==> src/pdd_pkg.sv <==
// Shared constants, types and widths of the path distance downsampler.
package pdd_pkg;

  localparam int COORD_BITS   = 24;
  localparam int SPACING_BITS = 20;
  localparam int TRAVEL_BITS  = 40;
  localparam int SQ_BITS      = 2 * COORD_BITS;
  localparam int RAD_BITS     = SQ_BITS + 1;
  localparam int ROOT_BITS    = COORD_BITS + 1;
  localparam int QUEUE_DEPTH  = 2;
  localparam int QPTR_BITS    = (QUEUE_DEPTH > 1) ? $clog2(QUEUE_DEPTH) : 1;
  localparam int QCNT_BITS    = $clog2(QUEUE_DEPTH + 1);

  localparam logic [SPACING_BITS-1:0] SPACING_RESET = SPACING_BITS'(410);

  typedef logic signed [COORD_BITS-1:0] coord_t;
  typedef logic [COORD_BITS-1:0]        delta_t;
  typedef logic [SPACING_BITS-1:0]      spacing_t;

  // One classified point as it travels from the front to the back.
  typedef struct packed {
    coord_t x;
    coord_t y;
    delta_t dx;
    delta_t dy;
    logic   first;
    logic   last;
  } pdd_item_t;

  // Fill status of the queue.
  typedef struct packed {
    logic full;
    logic empty;
  } pdd_qstat_t;

endpackage

==> src/pdd_isqrt.sv <==
// Iterative floor square root, one result bit per cycle.
module pdd_isqrt (
  input  logic                         clk_i,
  input  logic                         rst_ni,
  input  logic                         start_i,
  input  logic [pdd_pkg::RAD_BITS-1:0] radicand_i,
  output logic                         done_o,
  output logic [pdd_pkg::ROOT_BITS-1:0] root_o
);
  import pdd_pkg::*;

  localparam int RADP_BITS = 2 * ROOT_BITS;
  localparam int REM_BITS  = ROOT_BITS + 2;
  localparam int CNT_BITS  = $clog2(ROOT_BITS);

  logic                 busy_q;
  logic                 done_q;
  logic [CNT_BITS-1:0]  cnt_q;
  logic [RADP_BITS-1:0] rad_q;
  logic [REM_BITS-1:0]  rem_q;
  logic [ROOT_BITS-1:0] root_q;

  logic [REM_BITS+1:0]  shifted;
  logic [REM_BITS+1:0]  trial;
  logic [REM_BITS+1:0]  diff;
  logic                 ge;

  // Bring down the next two radicand bits and try to append a one to the root.
  always_comb begin
    shifted = {rem_q, rad_q[RADP_BITS-1 -: 2]};
    trial   = {2'b00, root_q, 2'b01};
    ge      = (shifted >= trial);
    diff    = shifted - trial;
  end

  always_ff @(posedge clk_i or negedge rst_ni) begin
    if (!rst_ni) begin
      busy_q <= 1'b0;
      done_q <= 1'b0;
      cnt_q  <= '0;
    end else begin
      done_q <= 1'b0;
      if (start_i) begin
        busy_q <= 1'b1;
        cnt_q  <= CNT_BITS'(ROOT_BITS - 1);
      end else if (busy_q) begin
        if (cnt_q == '0) begin
          busy_q <= 1'b0;
          done_q <= 1'b1;
        end else begin
          cnt_q <= cnt_q - 1'b1;
        end
      end
    end
  end

  always_ff @(posedge clk_i) begin
    if (start_i) begin
      rad_q  <= {{(RADP_BITS - RAD_BITS){1'b0}}, radicand_i};
      rem_q  <= '0;
      root_q <= '0;
    end else if (busy_q) begin
      rad_q  <= {rad_q[RADP_BITS-3:0], 2'b00};
      rem_q  <= ge ? diff[REM_BITS-1:0] : shifted[REM_BITS-1:0];
      root_q <= {root_q[ROOT_BITS-2:0], ge};
    end
  end

  assign done_o = done_q;
  assign root_o = root_q;

  a_no_restart_busy: assert property (@(posedge clk_i) disable iff (!rst_ni)
    start_i |-> !busy_q)
    else $error("square root restarted while busy");

endmodule

==> src/pdd_fifo.sv <==
// Short queue of classified points between the front and the back.
module pdd_fifo (
  input  logic                  clk_i,
  input  logic                  rst_ni,
  input  logic                  push_i,
  input  pdd_pkg::pdd_item_t    wdata_i,
  input  logic                  pop_i,
  output pdd_pkg::pdd_item_t    rdata_o,
  output pdd_pkg::pdd_qstat_t   stat_o
);
  import pdd_pkg::*;

  pdd_item_t            mem_q [QUEUE_DEPTH];
  logic [QPTR_BITS-1:0] wptr_q;
  logic [QPTR_BITS-1:0] rptr_q;
  logic [QCNT_BITS-1:0] cnt_q;

  function automatic logic [QPTR_BITS-1:0] ptr_next(input logic [QPTR_BITS-1:0] p);
    ptr_next = (p == QPTR_BITS'(QUEUE_DEPTH - 1)) ? '0 : p + 1'b1;
  endfunction

  always_ff @(posedge clk_i or negedge rst_ni) begin
    if (!rst_ni) begin
      wptr_q <= '0;
      rptr_q <= '0;
      cnt_q  <= '0;
    end else begin
      if (push_i) begin
        wptr_q <= ptr_next(wptr_q);
      end
      if (pop_i) begin
        rptr_q <= ptr_next(rptr_q);
      end
      if (push_i && !pop_i) begin
        cnt_q <= cnt_q + 1'b1;
      end else if (pop_i && !push_i) begin
        cnt_q <= cnt_q - 1'b1;
      end
    end
  end

  always_ff @(posedge clk_i) begin
    if (push_i) begin
      mem_q[wptr_q] <= wdata_i;
    end
  end

  assign rdata_o      = mem_q[rptr_q];
  assign stat_o.full  = (cnt_q == QCNT_BITS'(QUEUE_DEPTH));
  assign stat_o.empty = (cnt_q == '0);

  a_no_overrun: assert property (@(posedge clk_i) disable iff (!rst_ni)
    (push_i && stat_o.full) |-> pop_i)
    else $error("queue written while full");

endmodule

==> src/pdd_front.sv <==
// Front end: takes points, forms the coordinate deltas and queues them.
module pdd_front (
  input  logic                clk_i,
  input  logic                rst_ni,
  input  logic                in_valid_i,
  output logic                in_stall_o,
  input  pdd_pkg::coord_t     pos_x_i,
  input  pdd_pkg::coord_t     pos_y_i,
  input  logic                first_point_i,
  input  logic                last_point_i,
  input  pdd_pkg::pdd_qstat_t qstat_i,
  output logic                push_o,
  output pdd_pkg::pdd_item_t  item_o
);
  import pdd_pkg::*;

  coord_t                prev_x_q;
  coord_t                prev_y_q;
  logic [COORD_BITS:0]   dx_s;
  logic [COORD_BITS:0]   dy_s;
  logic [COORD_BITS:0]   dx_abs;
  logic [COORD_BITS:0]   dy_abs;
  logic                  accept;

  // The largest delta is 2^COORD_BITS - 1, so the magnitude fits in COORD_BITS bits.
  always_comb begin
    dx_s   = {pos_x_i[COORD_BITS-1], pos_x_i} - {prev_x_q[COORD_BITS-1], prev_x_q};
    dy_s   = {pos_y_i[COORD_BITS-1], pos_y_i} - {prev_y_q[COORD_BITS-1], prev_y_q};
    dx_abs = dx_s[COORD_BITS] ? -dx_s : dx_s;
    dy_abs = dy_s[COORD_BITS] ? -dy_s : dy_s;
  end

  assign in_stall_o = qstat_i.full;
  assign accept     = in_valid_i && !qstat_i.full;
  assign push_o     = accept;

  always_comb begin
    item_o.x     = pos_x_i;
    item_o.y     = pos_y_i;
    item_o.dx    = dx_abs[COORD_BITS-1:0];
    item_o.dy    = dy_abs[COORD_BITS-1:0];
    item_o.first = first_point_i;
    item_o.last  = last_point_i;
  end

  always_ff @(posedge clk_i or negedge rst_ni) begin
    if (!rst_ni) begin
      prev_x_q <= '0;
      prev_y_q <= '0;
    end else if (accept) begin
      prev_x_q <= pos_x_i;
      prev_y_q <= pos_y_i;
    end
  end

endmodule

==> src/pdd_back.sv <==
// Back end: distance, accumulation, spacing test and result emission.
module pdd_back (
  input  logic                clk_i,
  input  logic                rst_ni,
  input  pdd_pkg::pdd_qstat_t qstat_i,
  input  pdd_pkg::pdd_item_t  item_i,
  output logic                pop_o,
  input  pdd_pkg::spacing_t   spacing_i,
  output logic                out_valid_o,
  input  logic                out_stall_i,
  output pdd_pkg::coord_t     out_x_o,
  output pdd_pkg::coord_t     out_y_o,
  output logic                out_end_o
);
  import pdd_pkg::*;

  typedef enum logic [7:0] {
    S_IDLE   = 8'b0000_0001,
    S_SQUARE = 8'b0000_0010,
    S_START  = 8'b0000_0100,
    S_ROOT   = 8'b0000_1000,
    S_ADD    = 8'b0001_0000,
    S_CMP    = 8'b0010_0000,
    S_EMIT   = 8'b0100_0000,
    S_CLOSE  = 8'b1000_0000
  } pdd_state_e;

  pdd_state_e             state_q, state_d;
  pdd_item_t              cur_q;
  logic [SQ_BITS-1:0]     sq_x_q;
  logic [SQ_BITS-1:0]     sq_y_q;
  logic [ROOT_BITS-1:0]   dist_q;
  logic [TRAVEL_BITS-1:0] travelled_q, travelled_d;
  logic                   out_valid_q;
  coord_t                 out_x_q;
  coord_t                 out_y_q;
  logic                   out_end_q;

  logic                   out_free;
  logic                   out_load;
  logic                   out_end_load;
  logic                   root_start;
  logic                   root_done;
  logic [ROOT_BITS-1:0]   root;
  logic [RAD_BITS-1:0]    radicand;
  logic [TRAVEL_BITS:0]   acc_sum;
  logic                   take;

  assign radicand = RAD_BITS'(sq_x_q) + RAD_BITS'(sq_y_q);
  assign acc_sum  = {1'b0, travelled_q} + (TRAVEL_BITS + 1)'(dist_q);
  assign take     = (travelled_q >= TRAVEL_BITS'(spacing_i));
  assign out_free = !out_valid_q || !out_stall_i;

  pdd_isqrt u_isqrt (
    .clk_i      (clk_i),
    .rst_ni     (rst_ni),
    .start_i    (root_start),
    .radicand_i (radicand),
    .done_o     (root_done),
    .root_o     (root)
  );

  always_comb begin
    state_d      = state_q;
    travelled_d  = travelled_q;
    pop_o        = 1'b0;
    root_start   = 1'b0;
    out_load     = 1'b0;
    out_end_load = 1'b0;
    unique case (state_q)
      S_IDLE: begin
        if (!qstat_i.empty) begin
          pop_o = 1'b1;
          if (item_i.first) begin
            travelled_d = '0;
            state_d     = S_EMIT;
          end else begin
            state_d = S_SQUARE;
          end
        end
      end
      S_SQUARE: state_d = S_START;
      S_START: begin
        root_start = 1'b1;
        state_d    = S_ROOT;
      end
      S_ROOT: begin
        if (root_done) begin
          state_d = S_ADD;
        end
      end
      S_ADD: begin
        travelled_d = acc_sum[TRAVEL_BITS] ? '1 : acc_sum[TRAVEL_BITS-1:0];
        state_d     = S_CMP;
      end
      S_CMP: begin
        if (take) begin
          travelled_d = travelled_q - TRAVEL_BITS'(spacing_i);
          state_d     = S_EMIT;
        end else if (cur_q.last) begin
          state_d = S_CLOSE;
        end else begin
          state_d = S_IDLE;
        end
      end
      S_EMIT: begin
        if (out_free) begin
          out_load = 1'b1;
          state_d  = cur_q.last ? S_CLOSE : S_IDLE;
        end
      end
      S_CLOSE: begin
        if (out_free) begin
          out_load     = 1'b1;
          out_end_load = 1'b1;
          state_d      = S_IDLE;
        end
      end
      default: state_d = S_IDLE;
    endcase
  end

  always_ff @(posedge clk_i or negedge rst_ni) begin
    if (!rst_ni) begin
      state_q     <= S_IDLE;
      travelled_q <= '0;
      out_valid_q <= 1'b0;
    end else begin
      state_q     <= state_d;
      travelled_q <= travelled_d;
      out_valid_q <= out_load || (out_valid_q && out_stall_i);
    end
  end

  always_ff @(posedge clk_i) begin
    if (pop_o) begin
      cur_q <= item_i;
    end
    if (state_q == S_SQUARE) begin
      sq_x_q <= cur_q.dx * cur_q.dx;
      sq_y_q <= cur_q.dy * cur_q.dy;
    end
    if (state_q == S_ROOT && root_done) begin
      dist_q <= root;
    end
    if (out_load) begin
      out_x_q   <= cur_q.x;
      out_y_q   <= cur_q.y;
      out_end_q <= out_end_load;
    end
  end

  assign out_valid_o = out_valid_q;
  assign out_x_o     = out_x_q;
  assign out_y_o     = out_y_q;
  assign out_end_o   = out_end_q;

  a_first_clears: assert property (@(posedge clk_i) disable iff (!rst_ni)
    (pop_o && item_i.first) |=> (travelled_q == '0))
    else $error("first point did not clear the travelled distance");

  a_close_needs_last: assert property (@(posedge clk_i) disable iff (!rst_ni)
    (out_load && out_end_load) |-> cur_q.last)
    else $error("closing copy emitted for a point that is not last");

  a_below_spacing: assert property (@(posedge clk_i) disable iff (!rst_ni)
    (state_q == S_CMP && !take) |=> (travelled_q < TRAVEL_BITS'(spacing_i)))
    else $error("travelled distance changed on a point that was not kept");

endmodule

==> src/path_distance_downsampler.sv <==
// Top level of the path distance downsampler: spacing register, front, queue and back.
//
// Keeps points of a path at a fixed arc-length spacing. Points arrive as signed
// coordinates in units of 1/1024 m, with first and last marks. A first point is
// always sent out; every later point adds the floored Euclidean distance to the
// previous point onto a 40-bit saturating accumulator, and when the accumulator
// reaches the spacing the point is sent out and the spacing is subtracted once.
// A last point is sent out as a closing copy with out_end set, so a final
// point may appear twice. A point without a first mark continues from the stored
// previous point, also right after reset or after a last point. The spacing
// register resets to 410 (0.4 m) and must only be written while no word is in
// flight. Flow control: the front takes a word whenever its two-entry queue has room,
// so up to two words (plus the one being worked on) are absorbed while results
// wait on the output. The back handles one word at a time: a first point goes
// straight to emission; a continuing point passes squaring, the 25-step
// bit-serial square root unit that dominates its cost, accumulation and the
// spacing test. The output word sits in a register held while out_stall_i is high.
module path_distance_downsampler (
  input  logic                clk_i,
  input  logic                rst_ni,
  input  logic                in_valid_i,
  output logic                in_stall_o,
  input  pdd_pkg::coord_t     pos_x_i,
  input  pdd_pkg::coord_t     pos_y_i,
  input  logic                first_point_i,
  input  logic                last_point_i,
  output logic                out_valid_o,
  input  logic                out_stall_i,
  output pdd_pkg::coord_t     out_x_o,
  output pdd_pkg::coord_t     out_y_o,
  output logic                out_end_o,
  input  logic                spacing_we_i,
  input  pdd_pkg::spacing_t   spacing_i
);
  import pdd_pkg::*;

  spacing_t   spacing_q;
  logic       push;
  logic       pop;
  pdd_item_t  push_item;
  pdd_item_t  head_item;
  pdd_qstat_t qstat;

  // Spacing register; the user must write it only while the block is idle, which the block itself does not enforce.
  always_ff @(posedge clk_i or negedge rst_ni) begin
    if (!rst_ni) begin
      spacing_q <= SPACING_RESET;
    end else if (spacing_we_i) begin
      spacing_q <= spacing_i;
    end
  end

  // The front classifies each word and forms the deltas against the previous point.
  pdd_front u_front (
    .clk_i         (clk_i),
    .rst_ni        (rst_ni),
    .in_valid_i    (in_valid_i),
    .in_stall_o    (in_stall_o),
    .pos_x_i       (pos_x_i),
    .pos_y_i       (pos_y_i),
    .first_point_i (first_point_i),
    .last_point_i  (last_point_i),
    .qstat_i       (qstat),
    .push_o        (push),
    .item_o        (push_item)
  );

  // The queue decouples intake from the long per-point distance computation.
  pdd_fifo u_fifo (
    .clk_i   (clk_i),
    .rst_ni  (rst_ni),
    .push_i  (push),
    .wdata_i (push_item),
    .pop_i   (pop),
    .rdata_o (head_item),
    .stat_o  (qstat)
  );

  // The back computes the distance, runs the accumulator and emits results.
  pdd_back u_back (
    .clk_i       (clk_i),
    .rst_ni      (rst_ni),
    .qstat_i     (qstat),
    .item_i      (head_item),
    .pop_o       (pop),
    .spacing_i   (spacing_q),
    .out_valid_o (out_valid_o),
    .out_stall_i (out_stall_i),
    .out_x_o     (out_x_o),
    .out_y_o     (out_y_o),
    .out_end_o   (out_end_o)
  );

endmodule
==> config.mk <==
export PLATFORM = sky130hd
export DESIGN_NAME = path_distance_downsampler
export DESIGN_NICKNAME = d
export VERILOG_FILES = /design/src/pdd_pkg.sv /design/src/pdd_isqrt.sv /design/src/pdd_fifo.sv /design/src/pdd_front.sv /design/src/pdd_back.sv /design/src/path_distance_downsampler.sv
export SDC_FILE = /design/constraint.sdc
export NUM_CORES = 2
export LEC_CHECK = 0
export ABC_AREA = 1
export BUFFER_PORTS_ARGS = -buffer_cell sky130_fd_sc_hd__buf_2
export CAP_MARGIN = 15
export CORE_MARGIN = 4
export CORE_UTILIZATION = 30
export DETAILED_ROUTE_END_ITERATION = 6
export GPL_TIMING_DRIVEN = 1
export HOLD_SLACK_MARGIN = 0.08
export PLACE_DENSITY_LB_ADDON = 0.15
export SLEW_MARGIN = 20
export SYNTH_ARGS = -nofsm -noshare
export SYNTH_HDL_FRONTEND = slang
export SYNTH_HIERARCHICAL = 1
export SYNTH_SLANG_ARGS = --single-unit
==> constraint.sdc <==
create_clock -name clk_i -period 6 [get_ports clk_i]
set_input_delay 1.2 -clock clk_i [delete_from_list [all_inputs] [get_ports clk_i]]
set_output_delay 1.2 -clock clk_i [all_outputs]
set_load 0.02 [all_outputs]
==> summary by stage <==
Worst setup path
The critical path data arrival time is 7010 ps. The startpoint class of the critical path is a flop. The critical path required time is 6560 ps. Counting cells, the worst reg-to-reg path comes to 25.

The startpoint identified for the worst register-to-register timing path is u_back/cur_q[38]. In this run the critical register-to-register path is captured at u_back/sq_x_q[39]. The largest driver fanout on the critical path is 6. The path type of the worst setup path is reg2reg.

The worst setup path is captured at a flop. The flop-to-flop setup slack is -450 ps.

Logic synthesis
In this run, synthesis produced a sequential element count of 691. Synthesis produced a netlist with a net count of 10540. The number of distinct library cells after synthesis is 61. The most used flip-flop cell after synthesis is sky130_fd_sc_hd__edfxtp_1.

The number of warnings issued by yosys is 6. The area of the mapped netlist is 74390 um^2. The synthesized design contains 510 enable-type register cells. Summing the sequential cell areas from Yosys gives 26.33% of the chip area.

After technology mapping, the gate count stands at 9083. The average size of a mapped cell is 8.190 um^2. In the synthesized netlist the async set-or-reset flop fraction comes to 18.52%.

Placement
The quantity of I/O buffers inserted on ports is 125. Routability-driven placement finished with a final weighted congestion of 0.9247. The setup slack at placement is -980.3 ps.

The final HPWL from detailed placement is 185.4 mm.

Clock tree
The number of CTS-inserted buffers is 86. The clock transition at the register clock pins on the worst setup and hold paths after CTS is 70 ps. TritonCTS built the clock tree.

The number of sinks handled by clock tree synthesis is 691. The clock latency on the worst-skew pair is 740 ps. For this design, the CTS-stage hold fixing added 0 buffers. The H-tree depth is 3.

The maximum root-to-sink buffer count is 3. CTS placed an instance of sky130_fd_sc_hd__clkbuf_16 at the clock tree root.

Detailed routing
The ratio of routed vias to standard cells is 4.455. Summed over all layers, the routed wires come to 229.2 mm. The total number of vias is 59120. The iteration count of the initial detailed-routing pass is 6. In this run the remaining antenna-violating nets after routing total 0.

The detailed router finished its first iteration with 3266 violations. For this run, design rule violations remaining after detail routing come to 0. In the final routed layout, each cell accounts on average for 17.28 um.

Floorplan
The core region is 246400 um^2. The floorplan has 182 rows. The die is 506.0 um wide.

The die covers 256000 um^2. The initial core utilization is 30.19%. The number of top-level pins is 126. The die is 506.0 um tall.

Hold path
The endpoint of the worst hold-timing path is u_back/out_y_o[16]. The min-delay analysis places its worst path in the category reg2reg. The number of stages on the worst hold path is 0.

The startpoint of the most critical hold path is u_back/cur_q[66].

Timing
After layout, the worst setup slack is -447.4 ps. Setup repair after global routing could not meet its margin everywhere. The share of the clock period used by the worst path is 107.5%. The final setup violation count is 62. The relative max-transition margin is 24.49%. The shortest period the worst path allows is 6447 ps. The fmax is 155.1 MHz. The minimum hold slack is 415.1 ps.

The setup skew after layout is 79.19 ps. For the pin with the worst max-slew slack, the measured transition is 1133 ps. The number of hold-slack violations in the final timing report is 0. The count of final max-slew check failures is 0.

GRT
The pin count of the biggest net entering global routing is 100. Global routing used 17.66% of the available tracks. The wire length of the first global-routing pass is 355.5 mm. The number of antenna violations at the first check in global routing is 17. The number of global-route vias before repair is 62170. The total grt overflow is 0.

Cells and area
In the final design database the tool counted 11340 nets. The most common library cell in the layout ignoring fill and taps is sky130_fd_sc_hd__nand2_1. The area overhead of the layout relative to synthesis is 23.22%.

The library cells used most frequently in the layout, excluding fill and tap cells, are 2239 x sky130_fd_sc_hd__nand2_1, 2084 x sky130_fd_sc_hd__inv_1, 812 x sky130_fd_sc_hd__fa_1. In the final layout, the share of cells above drive strength 1 is 19.87%.

Flow run
The max-capacitance violation count is 0.

Run status
The flow ran to the end, but the final reports show violations. The final reports fail on setup timing.
cell usage after synthesis (7+ instances only):
library cell / instances / area, um^2
sky130_fd_sc_hd__nand2_1: 2407 / 9035
sky130_fd_sc_hd__inv_1: 2212 / 8303
sky130_fd_sc_hd__fa_1: 861 / 17240
sky130_fd_sc_hd__nor2_1: 527 / 1978
sky130_fd_sc_hd__ha_1: 523 / 6544
sky130_fd_sc_hd__edfxtp_1: 510 / 15310
sky130_fd_sc_hd__nand3_1: 343 / 1717
sky130_fd_sc_hd__a21oi_1: 274 / 1371
sky130_fd_sc_hd__o21ai_0: 200 / 1001
sky130_fd_sc_hd__xor2_1: 143 / 1252
sky130_fd_sc_hd__clkbuf_1: 130 / 488.0
sky130_fd_sc_hd__dfrtp_1: 122 / 3053
sky130_fd_sc_hd__mux2_2: 88 / 991.0
sky130_fd_sc_hd__nand4_1: 85 / 531.8
sky130_fd_sc_hd__xnor2_1: 72 / 630.6
sky130_fd_sc_hd__buf_4: 61 / 457.9
sky130_fd_sc_hd__dfxtp_1: 53 / 1061
sky130_fd_sc_hd__nor3_1: 48 / 240.2
sky130_fd_sc_hd__a31oi_1: 36 / 225.2
sky130_fd_sc_hd__o21bai_1: 35 / 262.8
sky130_fd_sc_hd__nand2_2: 34 / 212.7
sky130_fd_sc_hd__a21o_1: 27 / 202.7
sky130_fd_sc_hd__o22ai_1: 24 / 150.1
sky130_fd_sc_hd__o21ai_1: 23 / 115.1
sky130_fd_sc_hd__buf_2: 21 / 105.1
sky130_fd_sc_hd__nor2_2: 21 / 131.4
sky130_fd_sc_hd__nand3b_1: 18 / 135.1
sky130_fd_sc_hd__inv_2: 16 / 60.06
sky130_fd_sc_hd__o21a_1: 15 / 112.6
sky130_fd_sc_hd__or2_2: 15 / 93.84
sky130_fd_sc_hd__buf_6: 14 / 157.7
sky130_fd_sc_hd__nor4_1: 14 / 87.58
sky130_fd_sc_hd__o211ai_1: 11 / 82.58
sky130_fd_sc_hd__a21boi_0: 10 / 75.07
sky130_fd_sc_hd__mux2_4: 10 / 150.1
sky130_fd_sc_hd__nand3_2: 9 / 90.09
sky130_fd_sc_hd__and2_1: 7 / 43.79
sky130_fd_sc_hd__nor3_2: 7 / 70.07
registers in the layout (all words and copies together) (netlist names), 2 cells and up:
name / count
spacing_q: 20
u_back/cur_q: 97
u_back/dist_q: 25
u_back/out_x_o: 24
u_back/out_y_o: 24
u_back/sq_x_q: 47
u_back/sq_y_q: 47
u_back/state_q: 8
u_back/travelled_q: 40
u_back/u_isqrt/cnt_q: 5
u_back/u_isqrt/rad_q: 50
u_back/u_isqrt/rem_q: 27
u_back/u_isqrt/root_o: 25
u_fifo/cnt_q: 2
u_fifo/mem_q: 196
u_front/prev_x_q: 24
u_front/prev_y_q: 24
logic make-up after synthesis:
| kind of cell | Yosys count | share of synthesized area, % |
|---|---|---|
| flops | 691 | 26.33 |
| simple gates | 3554 | 19.58 |
| buf+inv | 2466 | 12.95 |
| xor+xnor | 216 | 2.568 |
| mux | 98 | 1.534 |
| fa+ha+maj | 1384 | 31.97 |
| compound gates | 674 | 5.066 |
area by class of cell:
type / count / area [um^2]
Timing Repair Buffer: 942 / 8095
Sequential cell: 691 / 19590
Multi-Input combinational cell: 5926 / 48470
Fill cell: 25650 / 154700
Clock inverter: 54 / 664.4
Clock buffer: 104 / 2271
Antenna cell: 8 / 20.02
Inverter: 2233 / 8399
Tap cell: 3312 / 4144
worst max-delay path by stage:
stage                     cells past startpoint  slack (ps)           endpoint        startpoint
after floorplan                              26           1  u_back/sq_x_q[41]  u_back/cur_q[46]
after global placement                       23       -1020  u_back/sq_x_q[40]  u_back/cur_q[26]
after detailed placement                     22        -980  u_back/sq_x_q[40]  u_back/cur_q[26]
after CTS                                    22        -480  u_back/sq_x_q[40]  u_back/cur_q[35]
after global routing                         23        -640  u_back/sq_x_q[42]  u_back/cur_q[38]
final                                        25        -450  u_back/sq_x_q[39]  u_back/cur_q[38]
routing by layer:
metal	track usage [%]	up-vias	wire (um)
li1	-	29180	-
met1	23.03	28800	102300
met2	31.26	894	113800
met3	2.419	231	8611
met4	3.450	14	4503
met5	0	-	103
repair_timing:
item                       in CTS  in global routing
setup endpoints to repair      69                 74
resized for setup             410                532
pin swaps                     140                345
setup buffers                  63                 77
gates cloned                    4                  5
per-stage QoR:
stage          instance area [um^2]  TNS, ps  cells  util [%]
6_report                      91660   -16800  13270     37.20
3_3_place_gp                  84090   -29340  12970     34.13
2_1_floorplan                 74870        0   9083         -
3_5_place_dp                  84090   -29400  12970     34.13
5_1_grt                       91640   -31050  13260     37.19
4_1_cts                       89260   -18430  13190     36.23
critical path, cell delays in order, from the launching register on:
cell	delay (ps)
sky130_fd_sc_hd__edfxtp_1	460
sky130_fd_sc_hd__buf_12	190
sky130_fd_sc_hd__buf_4	150
sky130_fd_sc_hd__nand2_1	60
sky130_fd_sc_hd__inv_1	60
sky130_fd_sc_hd__fa_1	500
sky130_fd_sc_hd__inv_2	50
sky130_fd_sc_hd__fa_1	550
sky130_fd_sc_hd__inv_2	40
sky130_fd_sc_hd__fa_1	510
sky130_fd_sc_hd__fa_2	600
sky130_fd_sc_hd__fa_2	420
sky130_fd_sc_hd__fa_1	530
sky130_fd_sc_hd__inv_2	50
sky130_fd_sc_hd__fa_1	490
sky130_fd_sc_hd__inv_2	50
sky130_fd_sc_hd__ha_4	300
sky130_fd_sc_hd__nand2_4	80
sky130_fd_sc_hd__nor2_4	130
sky130_fd_sc_hd__inv_4	60
sky130_fd_sc_hd__nor2_4	90
sky130_fd_sc_hd__inv_2	70
sky130_fd_sc_hd__nor4_4	300
sky130_fd_sc_hd__nand3_1	150
sky130_fd_sc_hd__nand4_1	170
sky130_fd_sc_hd__xor2_1	240
Power is left out: the tool's default activity adds up to more than one toggle a clock period on the data nets, which glitch-free logic cannot reach.
